--- src/rtl/ppm_pkg.sv ---
// ppm_pkg: shared types and constants for the pixel priority mux.
// Request/result payload structs, sprite lane record, merge result.
// No dependencies.
package ppm_pkg;

    localparam int SPRITE_LANES    = 8;   // 1..8
    localparam int PALETTE_ENTRIES = 32;
    localparam int PAL_AW          = $clog2(PALETTE_ENTRIES);

    localparam logic REQ_RENDER = 1'b0;
    localparam logic REQ_WRITE  = 1'b1;

    localparam int EN_BG = 0;   // render_enables bit: show background
    localparam int EN_SP = 1;   // render_enables bit: show sprites

    localparam logic [5:0] PALETTE_PAGE = 6'h3F;   // address bits 13..8 of 3F00-3FFF
    localparam int         ATTR_BEHIND  = 5;       // attribute bit: behind background

    typedef struct packed {
        logic        req_type;
        logic [31:0] bg_pattern_bits;
        logic [31:0] bg_attribute_bits;
        logic [2:0]  fine_x;
        logic [1:0]  render_enables;
        logic [13:0] vaddr;
        logic        sprite_zero_in_line;
        logic [7:0]  sprite_active;
        logic [15:0] sprite_pattern_bits;
        logic [63:0] sprite_attributes;
        logic [7:0]  palette_data;
    } req_t;

    typedef struct packed {
        logic [7:0] pix_color;
        logic       sprite_zero_hit;
    } res_t;

    // what one sprite lane reports for the current dot
    typedef struct packed {
        logic       opaque;   // active and pixel nonzero
        logic [1:0] pix;
        logic [2:0] pal;      // sprite palettes live at 4..7
        logic       front;
    } lane_t;

    typedef struct packed {
        logic [PAL_AW-1:0] index;
        logic              hit;
    } merge_t;

endpackage

--- src/rtl/ppm_sprite_lane.sv ---
// ppm_sprite_lane: one sprite lane, decodes its pixel, palette and priority.
// Depends on ppm_pkg.
module ppm_sprite_lane
(
    input  logic               active,
    input  logic               plane_lo,
    input  logic               plane_hi,
    input  logic [7:0]         attr,
    output ppm_pkg::lane_t     lane
);

    always_comb
    begin
        lane.pix    = {plane_hi, plane_lo};
        lane.opaque = active && (plane_hi || plane_lo);
        lane.pal    = {1'b1, attr[1:0]};
        lane.front  = !attr[ppm_pkg::ATTR_BEHIND];
    end

endmodule

--- src/rtl/ppm_merge.sv ---
// ppm_merge: picks the first opaque sprite lane, the background pixel,
// applies layer priority and forms the palette index and sprite-zero hit.
// Depends on ppm_pkg.
module ppm_merge
(
    input  ppm_pkg::lane_t  lanes [ppm_pkg::SPRITE_LANES],
    input  logic [31:0]     bg_pattern_bits,
    input  logic [31:0]     bg_attribute_bits,
    input  logic [2:0]      fine_x,
    input  logic [1:0]      render_enables,
    input  logic [13:0]     vaddr,
    input  logic            sprite_zero_in_line,
    output ppm_pkg::merge_t merged
);

    logic           bg_on;
    logic           sp_on;
    logic [3:0]     bg_pos;
    logic [1:0]     bg_pix;
    logic [1:0]     bg_pal;
    ppm_pkg::lane_t fg;
    logic           fg_is_lane0;

    assign bg_on  = render_enables[ppm_pkg::EN_BG];
    assign sp_on  = render_enables[ppm_pkg::EN_SP];
    assign bg_pos = {1'b1, ~fine_x};   // 15 - fine_x

    always_comb
    begin
        if (bg_on)
        begin
            bg_pix = {bg_pattern_bits[16 + int'(bg_pos)], bg_pattern_bits[bg_pos]};
            bg_pal = {bg_attribute_bits[16 + int'(bg_pos)], bg_attribute_bits[bg_pos]};
        end
        else
        begin
            bg_pix = 2'b00;
            bg_pal = 2'b00;
        end
    end

    // lowest-numbered opaque lane wins; scan from the top so it lands last
    always_comb
    begin
        fg          = '0;
        fg_is_lane0 = 1'b0;
        for (int i = ppm_pkg::SPRITE_LANES - 1; i >= 0; i--)
        begin
            if (lanes[i].opaque)
            begin
                fg          = lanes[i];
                fg_is_lane0 = (i == 0);
            end
        end
        if (!sp_on)
        begin
            fg          = '0;
            fg_is_lane0 = 1'b0;
        end
    end

    always_comb
    begin
        merged.hit = fg.opaque && fg_is_lane0 && sprite_zero_in_line && (bg_pix != 2'b00);
        if (!bg_on && !sp_on)
        begin
            // forced-blank: video address points straight into palette space
            if (vaddr[13:8] == ppm_pkg::PALETTE_PAGE)
                merged.index = vaddr[ppm_pkg::PAL_AW-1:0];
            else
                merged.index = '0;
        end
        else if (fg.opaque && ((bg_pix == 2'b00) || fg.front))
            merged.index = {fg.pal, fg.pix};
        else if (bg_pix != 2'b00)
            merged.index = {1'b0, bg_pal, bg_pix};
        else
            merged.index = '0;
    end

endmodule

--- src/rtl/ppu_pixel_priority_mux.sv ---
// ppu_pixel_priority_mux: top level, sprite lanes, merge, palette registers
// and result register. Depends on ppm_pkg, ppm_sprite_lane, ppm_merge.
//
//   channel | signals                       | direction | payload
//   request | req_valid req_ready req_data  | in        | ppm_pkg::req_t
//   result  | res_valid res_ready res_data  | out       | ppm_pkg::res_t
//
// One request per cycle. A render request gives its result in the cycle
// after acceptance (one result register); a palette write gives none and
// updates the entry at the accepting edge, so a following render sees it.
// Reset clears the 32 palette entries at once; no clearing pass.
// A stalled result holds req_ready low until it is taken.
module ppu_pixel_priority_mux
(
    input  logic           clk,
    input  logic           rst_n,
    input  logic           req_valid,
    output logic           req_ready,
    input  ppm_pkg::req_t  req_data,
    output logic           res_valid,
    input  logic           res_ready,
    output ppm_pkg::res_t  res_data
);

    ppm_pkg::lane_t  lanes [ppm_pkg::SPRITE_LANES];
    ppm_pkg::merge_t merged;

    logic [7:0]    pal_reg [ppm_pkg::PALETTE_ENTRIES];
    logic          res_valid_reg;
    logic          res_valid_next;
    ppm_pkg::res_t res_reg;
    ppm_pkg::res_t res_next;
    logic          req_fire;
    logic          render_fire;
    logic          write_fire;

    for (genvar g = 0; g < ppm_pkg::SPRITE_LANES; g++)
    begin : g_lane
        ppm_sprite_lane u_lane
        (
            .active   (req_data.sprite_active[g]),
            .plane_lo (req_data.sprite_pattern_bits[g]),
            .plane_hi (req_data.sprite_pattern_bits[8 + g]),
            .attr     (req_data.sprite_attributes[8*g +: 8]),
            .lane     (lanes[g])
        );
    end

    ppm_merge u_merge
    (
        .lanes               (lanes),
        .bg_pattern_bits     (req_data.bg_pattern_bits),
        .bg_attribute_bits   (req_data.bg_attribute_bits),
        .fine_x              (req_data.fine_x),
        .render_enables      (req_data.render_enables),
        .vaddr               (req_data.vaddr),
        .sprite_zero_in_line (req_data.sprite_zero_in_line),
        .merged              (merged)
    );

    assign req_ready   = !res_valid_reg || res_ready;
    assign req_fire    = req_valid && req_ready;
    assign render_fire = req_fire && (req_data.req_type == ppm_pkg::REQ_RENDER);
    assign write_fire  = req_fire && (req_data.req_type == ppm_pkg::REQ_WRITE);

    always_comb
    begin
        res_valid_next = res_valid_reg && !res_ready;
        res_next       = res_reg;
        if (render_fire)
        begin
            res_valid_next           = 1'b1;
            res_next.pix_color       = pal_reg[merged.index];
            res_next.sprite_zero_hit = merged.hit;
        end
    end

    always_ff @(posedge clk or negedge rst_n)
    begin
        if (!rst_n)
        begin
            res_valid_reg <= 1'b0;
            for (int i = 0; i < ppm_pkg::PALETTE_ENTRIES; i++)
                pal_reg[i] <= '0;
        end
        else
        begin
            res_valid_reg <= res_valid_next;
            if (write_fire)
                pal_reg[req_data.vaddr[ppm_pkg::PAL_AW-1:0]] <= req_data.palette_data;
        end
    end

    always_ff @(posedge clk)
    begin
        res_reg <= res_next;
    end

    assign res_valid = res_valid_reg;
    assign res_data  = res_reg;

    a_write_lands: assert property (@(posedge clk) disable iff (!rst_n)
        write_fire |=> pal_reg[$past(req_data.vaddr[ppm_pkg::PAL_AW-1:0])]
                       == $past(req_data.palette_data))
        else $error("palette write not stored");

    a_render_gives_result: assert property (@(posedge clk) disable iff (!rst_n)
        render_fire |=> res_valid)
        else $error("render request produced no result");

    a_write_no_result: assert property (@(posedge clk) disable iff (!rst_n)
        (write_fire && !res_valid_reg) |=> !res_valid)
        else $error("write request produced a result");

    a_hit_needs_sprites: assert property (@(posedge clk) disable iff (!rst_n)
        (render_fire && !req_data.render_enables[ppm_pkg::EN_SP]) |=> !res_data.sprite_zero_hit)
        else $error("sprite-zero hit with sprites off");

    a_blank_entry0: assert property (@(posedge clk) disable iff (!rst_n)
        (render_fire && (req_data.render_enables == 2'b00)
         && (req_data.vaddr[13:8] != ppm_pkg::PALETTE_PAGE))
        |=> (res_data.pix_color == pal_reg[0]))
        else $error("blanked pixel outside palette space not entry 0");

endmodule

--- config.mk ---
export PLATFORM = sky130hd
export DESIGN_NAME = ppu_pixel_priority_mux
export DESIGN_NICKNAME = d
export VERILOG_FILES = /design/src/rtl/ppm_pkg.sv /design/src/rtl/ppm_sprite_lane.sv /design/src/rtl/ppm_merge.sv /design/src/rtl/ppu_pixel_priority_mux.sv
export SDC_FILE = /design/constraint.sdc
export NUM_CORES = 1
export LEC_CHECK = 0
export BUFFER_PORTS_ARGS = -buffer_cell sky130_fd_sc_hd__buf_2
export CORE_MARGIN = 2
export CORE_UTILIZATION = 40
export CTS_CLUSTER_SIZE = 24
export DETAILED_ROUTE_END_ITERATION = 8
export SLEW_MARGIN = 20
export SYNTH_ARGS = -nofsm -noshare
export SYNTH_HDL_FRONTEND = slang
export SYNTH_SLANG_ARGS = --single-unit
--- constraint.sdc ---
create_clock -name clk -period 3.3 [get_ports clk]
set_input_delay 0.66 -clock clk [delete_from_list [all_inputs] [get_ports clk]]
set_output_delay 0.66 -clock clk [all_outputs]
set_load 0.05 [all_outputs]
==> impl_summary.log, run 1 <==
INFO  metric status = completed
INFO  metric via_count = 9499
INFO  metric groute.usage.overall = 21.3%
INFO  metric seq_power_share = 44.2%
INFO  metric pwr-share-comb = 20.3%
INFO  metric final_period_minus_worst_setup_slack = 3.16 ns
INFO  metric power.density = 541 nW/um^2
INFO  metric cts_root_buffer = clkbuf_16
INFO  metric detailedRoute.firstPassIterationCount = 4
INFO  metric cts_resized = 0
INFO  metric floorplan.die_area = 34400 um^2
INFO  metric vias_in_the_first_global_route = 9701
INFO  metric finish.net_count = 1471
INFO  metric clock_tree_from_tritoncts = yes
INFO  metric cts_post_setup_buffers_inserted = 0
INFO  metric die_w = 185 um
INFO  metric setup_repair_after_global_routing_missed_its_margin = no
INFO  metric worst_path_max_delay_cell = mux4_2
INFO  metric setup.worst_path.end_class = register
INFO  metric max_slew_margin = 46.9%
INFO  metric grt_start_max_net_pins = 91
INFO  metric maximum_clock_frequency = 316 MHz
INFO  metric overflow = 0
INFO  metric synth_area = 13200 um^2
INFO  metric start_util = 40.6%
INFO  metric nFillCells = 2930
INFO  metric critPathMostFrequentCell = mux2_4
INFO  metric share_clk_of_total_power = 35.5%
INFO  metric clock_tree.htree_level_count = 1
INFO  metric count_of_synthesis_stage_warnings_from_yosys = 0
INFO  metric cell_count_after_synthesis = 1051
INFO  metric antenna_left = 0
INFO  metric hold_buffer_count_at_cts = 0
INFO  metric grt_pass1_wl = 55.5 mm
INFO  metric leakage = 7.90 nW
INFO  metric rows = 66
INFO  metric hold_path_class = in2async
INFO  metric gp_routability_congestion = 0.926
INFO  metric vdd.ir_drop.worst = 0.378 mV
INFO  metric io_buffer_count = 120
INFO  metric grt_antenna_before_repair = 0
INFO  metric crit_path_max_fanout = 8
INFO  metric startpoint_type_of_the_worst_setup_path = input pin
INFO  metric synthToLayoutAreaGrowth = 23.5%
INFO  metric post_synth_top_flop = dfrtp_1
INFO  metric total_switching_power = 2.36 mW
INFO  metric syn_area_per_cell = 12.5 um^2
INFO  metric floorplan.io_pins = 196
INFO  metric reg_clk_slew_reported_paths = 0.06 ns
INFO  metric drive_above_1_share = 45.4%
INFO  metric cts.sink_count = 266
INFO  metric fp.coreArea = 32500 um^2
INFO  metric slew_viol_final = 0
INFO  metric die_y = 185 um
INFO  metric tightest_slew = 0.796 ns
INFO  metric critPathArrivalTime = 3.44 ns
INFO  metric remaining_drcs = 0
INFO  metric number_of_synthesized_flops_with_an_enable_pin = 9
INFO  metric cts_buffers = 29
INFO  metric setup_total_negative_slack = 0 ns
INFO  metric finalPower = 8.79 mW
INFO  metric routedWlPerCell = 20.8 um
INFO  metric synth-seq-cells = 266
INFO  metric clock_path_buffers = 3
INFO  metric crit_family = multiplexers
INFO  metric detailed_place_hpwl = 25.3 mm
INFO  metric finalClockSkew = 0.0203 ns
INFO  metric largest_reg_flops = 256
INFO  metric initialDrtViolationCount = 468
INFO  metric syn-num-nets = 1236
INFO  metric cell_internal_pwr = 6.43 mW
INFO  metric max-cap-violations = 0
INFO  metric asyncSetResetFlopFracSynth = 96.6%
INFO  metric insertion_delay = 0.56 ns
INFO  metric critPathMaxStageDelay = 0.52 ns
INFO  metric cp_buf_inv_count = 3
INFO  metric worstPathCellList = buf_2, mux4_2, mux2_4, o21ai_4, inv_2, a21o_4, buf_12, mux2_4, nor2_2, nand3_1, o211ai_1, nand4_1
INFO  metric critical_path_required = 3.58 ns
INFO  metric yosys.cell_types.count = 61
INFO  metric ys_seq_area_share = 50.9%
INFO  metric post_drt_via_cell_ratio = 5.43
INFO  metric final_hold_vios = 0
INFO  metric totalWireLength = 36.4 mm
INFO  metric setup_viol_count_final = 0
INFO  metric finalCritPeriodShare = 95.9%
INFO  metric worstSetupPathType = in2reg
INFO  metric sw_frac_of_total = 26.8%
## cells in the mapped netlist, types with 9 or more instances
cell type,count,area (um^2)
mux2_2,259,2920
dfrtp_1,257,6430
mux2i_1,98,981
nand2_1,72,270
nor2_1,46,173
clkbuf_1,39,146
nand3_1,33,165
o22ai_1,33,206
o21ai_0,23,115
o211ai_1,18,135
nand4_1,13,81.3
buf_2,12,60.1
a31oi_1,10,62.6
a211o_1,9,78.8
edfxtp_1,9,270
## power groups by stage
stage,sequential [mW],combinational [mW],clock (mW)
3_5_place_dp,3.94,1.78,0
2_1_floorplan,3.92,1.05,0
5_1_grt,3.93,1.93,3.33
6_report,3.88,1.78,3.12
4_1_cts,3.88,1.79,3.20
3_3_place_gp,3.92,1.76,0
## stage by stage
step                      std cells  util (%)  cell area (um^2)  setup WS [ns]  hold slack [ns]
after CTS                      1747      50.0             16200         0.0877           0.0503
after floorplan                1051         -             13200        0.00495            0.364
after detailed placement       1697      47.2             15300         -0.499            0.490
after global placement         1697      47.2             15300         -0.505            0.482
final                          1748      50.1             16300          0.137           0.0292
after global routing           1747      50.1             16300         0.0172           0.0562
## routing by layer
layer,track usage (%),part of all wire (%),vias to the layer above
li1,-,-,4382
met1,28.1,45,4811
met2,35.6,47,248
met3,3.26,4.9,58
met4,7.21,3.2,0
met5,0,0,-
## layout make-up
class / count / area (um^2) / area share, %
flip-flops and latches: 266 / 6700 / 41.2
multi-input cells: 718 / 6190 / 38.1
repair buffers: 264 / 1860 / 11.4
clock buffers: 45 / 856 / 5.27
well taps: 442 / 553 / 3.40
clock inverters: 5 / 65.1 / 0.400
inverters: 7 / 26.3 / 0.162
diodes: 1 / 2.50 / 0.0154
## layout by cell type (no fill, tap or decap), types with 8 or more instances in the layout
cell	synthesis	routed
mux2_2	259	258
dfrtp_1	257	257
buf_4	4	130
buf_2	12	119
mux2i_1	98	98
nand2_1	72	72
nor2_1	46	46
nand3_1	33	33
o22ai_1	33	33
clkbuf_16	0	29
o21ai_0	23	22
o211ai_1	18	18
nand4_1	13	13
buf_12	0	13
a31oi_1	10	10
a211o_1	9	9
clkbuf_1	39	9
edfxtp_1	9	9
mux4_2	8	8
a22o_1	8	8
mux2_1	8	8
## path summary, 6_finish.rpt
check	from	endpoint	slack (ns)	cells after the start
max reg2reg	res_valid$_DFF_PN0_	pal_reg[234]$_DFFE_PN0P_	1.06	6
min reg2reg	pal_reg[182]$_DFFE_PN0P_	pal_reg[182]$_DFFE_PN0P_	0.50	1
max	req_data[113]	res_data[4]$_DFFE_PP_	0.14	12
min in group clk	req_data[180]	res_valid$_DFF_PN0_	0.42	2
max in group asynchronous	rst_n	pal_reg[200]$_DFFE_PN0P_	2.36	2
min	rst_n	pal_reg[75]$_DFFE_PN0P_	0.03	1
## cell families (layout without fill, tap and decap cells)
logic type / Yosys count / in the layout / share of synthesized area (%)
buffers and inverters: 67 / 321 / 2.32
AO/OA/AOI/OAI: 143 / 143 / 7.70
flip-flops: 266 / 266 / 50.9
other: 0 / 1 / 0
AND/OR/NAND/NOR: 199 / 199 / 7.03
multiplexers: 376 / 376 / 32.1
Note: power is estimated with default switching activity, not from simulation.
==> run 2: changes to the inputs <==
--- a/config.mk
+++ b/config.mk
@@ -13,4 +13,5 @@
 export SLEW_MARGIN = 20
 export SYNTH_ARGS = -nofsm -noshare
 export SYNTH_HDL_FRONTEND = slang
+export SYNTH_HIERARCHICAL = 1
 export SYNTH_SLANG_ARGS = --single-unit
==> run 2 against run 1 <==
Against the previous run: the run now ends with setup timing left; wire length down 1.4%; hold slack gained 0.063 ns; sequential cell count stayed put; final cell count down 13%; critical endpoint is now res_data[6]$_DFFE_PP_; largest power group unchanged.
==> impl_summary.log, run 2 <==
INFO  metric status = finished, violations left (was completed)
INFO  metric failed_checks = setup timing
INFO  metric cts.sink_count = 266 (unchanged)
INFO  metric cell_count_after_synthesis = 901 (was 1051)
INFO  metric post_synth_top_flop = dfrtp_1 (unchanged)
INFO  metric multi_input_gate_area = 6100 um^2 (was 6190 um^2)
INFO  metric cts_buffers = 29 (unchanged)
INFO  metric start_util = 40.9% (was 40.6%)
INFO  metric die_w = 187 um (was 185 um)
INFO  metric finalCritPeriodShare = 107% (was 95.9%)
INFO  metric worstSetupPathType = in2reg (unchanged)
INFO  metric io_buffer_count = 120 (unchanged)
INFO  metric floorplan.die_area = 34900 um^2 (was 34400 um^2)
INFO  metric post_drt_via_cell_ratio = 5.49 (was 5.43)
INFO  metric setup_repair_after_global_routing_missed_its_margin = yes (was no)
INFO  metric slew_viol_final = 0 (unchanged)
INFO  metric detailedPlace.worstSlack = -0.827 ns (was -0.499 ns)
INFO  metric ys_seq_area_share = 50.1% (was 50.9%)
INFO  metric layout.cells.most_common = mux2_2 (unchanged)
INFO  metric final_hold_vios = 0 (unchanged)
INFO  metric insertion_delay = 0.55 ns (was 0.56 ns)
INFO  metric critPathArrivalTime = 3.84 ns (was 3.44 ns)
INFO  metric clock_path_buffers = 3 (unchanged)
INFO  metric power.density = 558 nW/um^2 (was 541 nW/um^2)
INFO  metric setup.worst_path.end_class = register (unchanged)
INFO  metric grt_start_max_net_pins = 80 (was 91)
INFO  metric setup_ws = -0.239 ns (was 0.137 ns)
INFO  metric synth_area = 13400 um^2 (was 13200 um^2)
INFO  metric crit_path_max_fanout = 8 (unchanged)
INFO  metric die_y = 187 um (was 185 um)
INFO  metric regArea = 6700 um^2 (unchanged)
INFO  metric detailed_place_hpwl = 24.4 mm (was 25.3 mm)
INFO  metric reg2regPathDepth = 5 (was 6)
INFO  metric syn-num-nets = 1086 (was 1236)
INFO  metric synth-seq-cells = 266 (unchanged)
INFO  metric grt_pass1_wl = 55.5 mm (about the same)
INFO  metric maximum_clock_frequency = 283 MHz (was 316 MHz)
INFO  metric rows = 66 (unchanged)
INFO  metric hold_buffer_count_at_cts = 0 (unchanged)
INFO  metric cts_root_buffer = clkbuf_16 (unchanged)
INFO  metric clock_tree.htree_level_count = 1 (unchanged)
INFO  metric groute.usage.overall = 20.8% (was 21.3%)
INFO  metric gp_routability_congestion = 0.900 (was 0.926)
INFO  metric detailedRoute.firstPassIterationCount = 4 (unchanged)
INFO  metric max_slew_margin = 27.9% (was 46.9%)
INFO  metric totalWireLength = 35.9 mm (was 36.4 mm)
INFO  metric setup_viol_count_final = 8 (was 0)
INFO  metric number_of_synthesized_flops_with_an_enable_pin = 9 (unchanged)
INFO  metric remaining_drcs = 0 (unchanged)
INFO  metric final_period_minus_worst_setup_slack = 3.54 ns (was 3.16 ns)
INFO  metric vias_in_the_first_global_route = 8861 (was 9701)
INFO  metric leakage = 7.43 nW (was 7.90 nW)
INFO  metric largest_reg_flops = 256 (unchanged)
INFO  metric synth_most_common_cell = mux2_2 (unchanged)
INFO  metric critical_path_required = 3.60 ns (was 3.58 ns)
INFO  metric asyncSetResetFlopFracSynth = 96.6% (unchanged)
INFO  metric via_count = 8341 (was 9499)
INFO  metric detailed_place.area = 14800 um^2 (was 15300 um^2)
INFO  metric finalClockSkew = 0.0202 ns (was 0.0203 ns)
INFO  metric vdd.ir_drop.worst = 0.430 mV (was 0.378 mV)
INFO  metric antenna-diode-count = 0 (was 1)
INFO  metric floorplan.io_pins = 196 (unchanged)
INFO  metric syn_area_per_cell = 14.8 um^2 (was 12.5 um^2)
INFO  metric tightest_slew = 1.08 ns (was 0.796 ns)
INFO  metric finish.net_count = 1239 (was 1471)
INFO  metric antenna_left = 0 (unchanged)
INFO  metric count_of_synthesis_stage_warnings_from_yosys = 6 (was 0)
INFO  metric clock_tree_from_tritoncts = yes (unchanged)
INFO  metric synthTopCellsByCount = mux2_2, dfrtp_1, mux4_2 (was mux2_2, dfrtp_1, mux2i_1)
INFO  metric hold_path_class = in2async (unchanged)
INFO  metric synth_top_area_cell = dfrtp_1 (unchanged)
INFO  metric synthTopCellsByArea = dfrtp_1, mux2_2, mux4_2 (was dfrtp_1, mux2_2, mux2i_1)
INFO  metric initialDrtViolationCount = 523 (was 468)
INFO  metric overflow = 0 (unchanged)
INFO  metric synthToLayoutAreaGrowth = 20.2% (was 23.5%)
INFO  metric grt_antenna_before_repair = 0 (unchanged)
INFO  metric startpoint_type_of_the_worst_setup_path = input pin (unchanged)
INFO  metric fin_area = 16100 um^2 (was 16300 um^2)
INFO  metric drive_above_1_share = 60.0% (was 45.4%)
INFO  metric max-cap-violations = 0 (unchanged)
INFO  metric finalPower = 8.96 mW (was 8.79 mW)
INFO  metric routedWlPerCell = 23.6 um (was 20.8 um)
INFO  metric fp.coreArea = 32700 um^2 (was 32500 um^2)
INFO  metric layout.cells.most_common_list = mux2_2, dfrtp_1, buf_2 (was mux2_2, dfrtp_1, buf_4)
INFO  metric reg_clk_slew_reported_paths = 0.06 ns (about the same)
INFO  metric nFillCells = 2833 (was 2930)
INFO  metric yosys.cell_types.count = 58 (was 61)
INFO  metric synth.top_cell.area_share = 48.1% (was 48.8%)
==> run 2: cell count changes in the layout (fill, tap and decap cells not counted), sizes merged, moves of 31 or more <==
| cell | delta |
|---|---|
| nor2 | -35 |
| nand3 | -31 |
| buf | -44 |
| mux4 | +77 |
| nand2 | -43 |
| mux2i | -92 |
==> run 2: worst max-delay path, cell delays in order <==
cell	delay, ns
buf_6	0.10
o21a_4	0.21
or2_1	0.23
a221o_1	0.31
a221oi_2	0.28
o21ai_1	0.09
o211ai_1	0.14
clkbuf_16	0.26
buf_12	0.12
buf_16	0.13
mux4_2	0.53
mux4_2	0.50
mux2_4	0.28
==> run 2: repair_timing <==
item	in CTS	in global routing
cloned	3	0
setup endpoints to repair	8	8
endpoints found under the hold margin	0	0
buffers inserted	8	1
gates resized for setup	18	6
pin swaps	5	7
==> run 2: logic make-up after synthesis <==
family          synth area share, %
flops                          50.1
simple gates                   4.09
buf+inv                        4.69
other cells                   0.225
mux                            37.3
compound gates                 3.56
==> run 2: area by class of cell <==
type	instances	share of cell area [%]
inverters	16	0.374
repair buffers	222	10.5
well taps	442	3.44
multi-input cells	519	38.0
clock buffers	41	5.29
flip-flops and latches	266	41.7
clock inverters	12	0.732
==> run 2: path summary, 6_finish.rpt <==
| kind | startpoint | to | slack, ns |
|---|---|---|---|
| max | req_data[76] | res_data[6]$_DFFE_PP_ | -0.24 |
| min | rst_n | pal_reg[75]$_DFFE_PN0P_ | 0.09 |
| max reg2reg | res_valid$_DFF_PN0_ | pal_reg[66]$_DFFE_PN0P_ | 0.71 |
| min reg2reg | pal_reg[81]$_DFFE_PN0P_ | pal_reg[81]$_DFFE_PN0P_ | 0.49 |
| max in group asynchronous | rst_n | pal_reg[216]$_DFFE_PN0P_ | 2.39 |
| min in group clk | req_data[96] | res_data[0]$_DFFE_PP_ | 0.47 |
==> run 2: power by group <==
part           internal, mW  switching (mW)
Clock                  1.94            1.33
Combinational          1.02           0.760
Sequential             3.69           0.217
==> run 2: layer usage <==
| metal | wire, um | GRT usage [%] | vias up |
|---|---|---|---|
| met2 | 16900 | 33.9 | 273 |
| met4 | 540 | 3.97 | 0 |
| li1 | - | - | 3655 |
| met1 | 16100 | 29.3 | 4377 |
| met5 | 0 | 0 | - |
| met3 | 2380 | 3.96 | 36 |
==> run 2: per-stage QoR <==
step	TNS, ns	instances	hold WS [ns]	utilization (%)
after floorplan	-4.03	901	0.364	-
after CTS	-1.49	1517	0.138	49.1
after global routing	-2.30	1518	0.144	49.1
after detailed placement	-6.39	1453	0.474	45.4
after global placement	-6.43	1453	0.466	45.4
final	-1.66	1518	0.0927	49.1
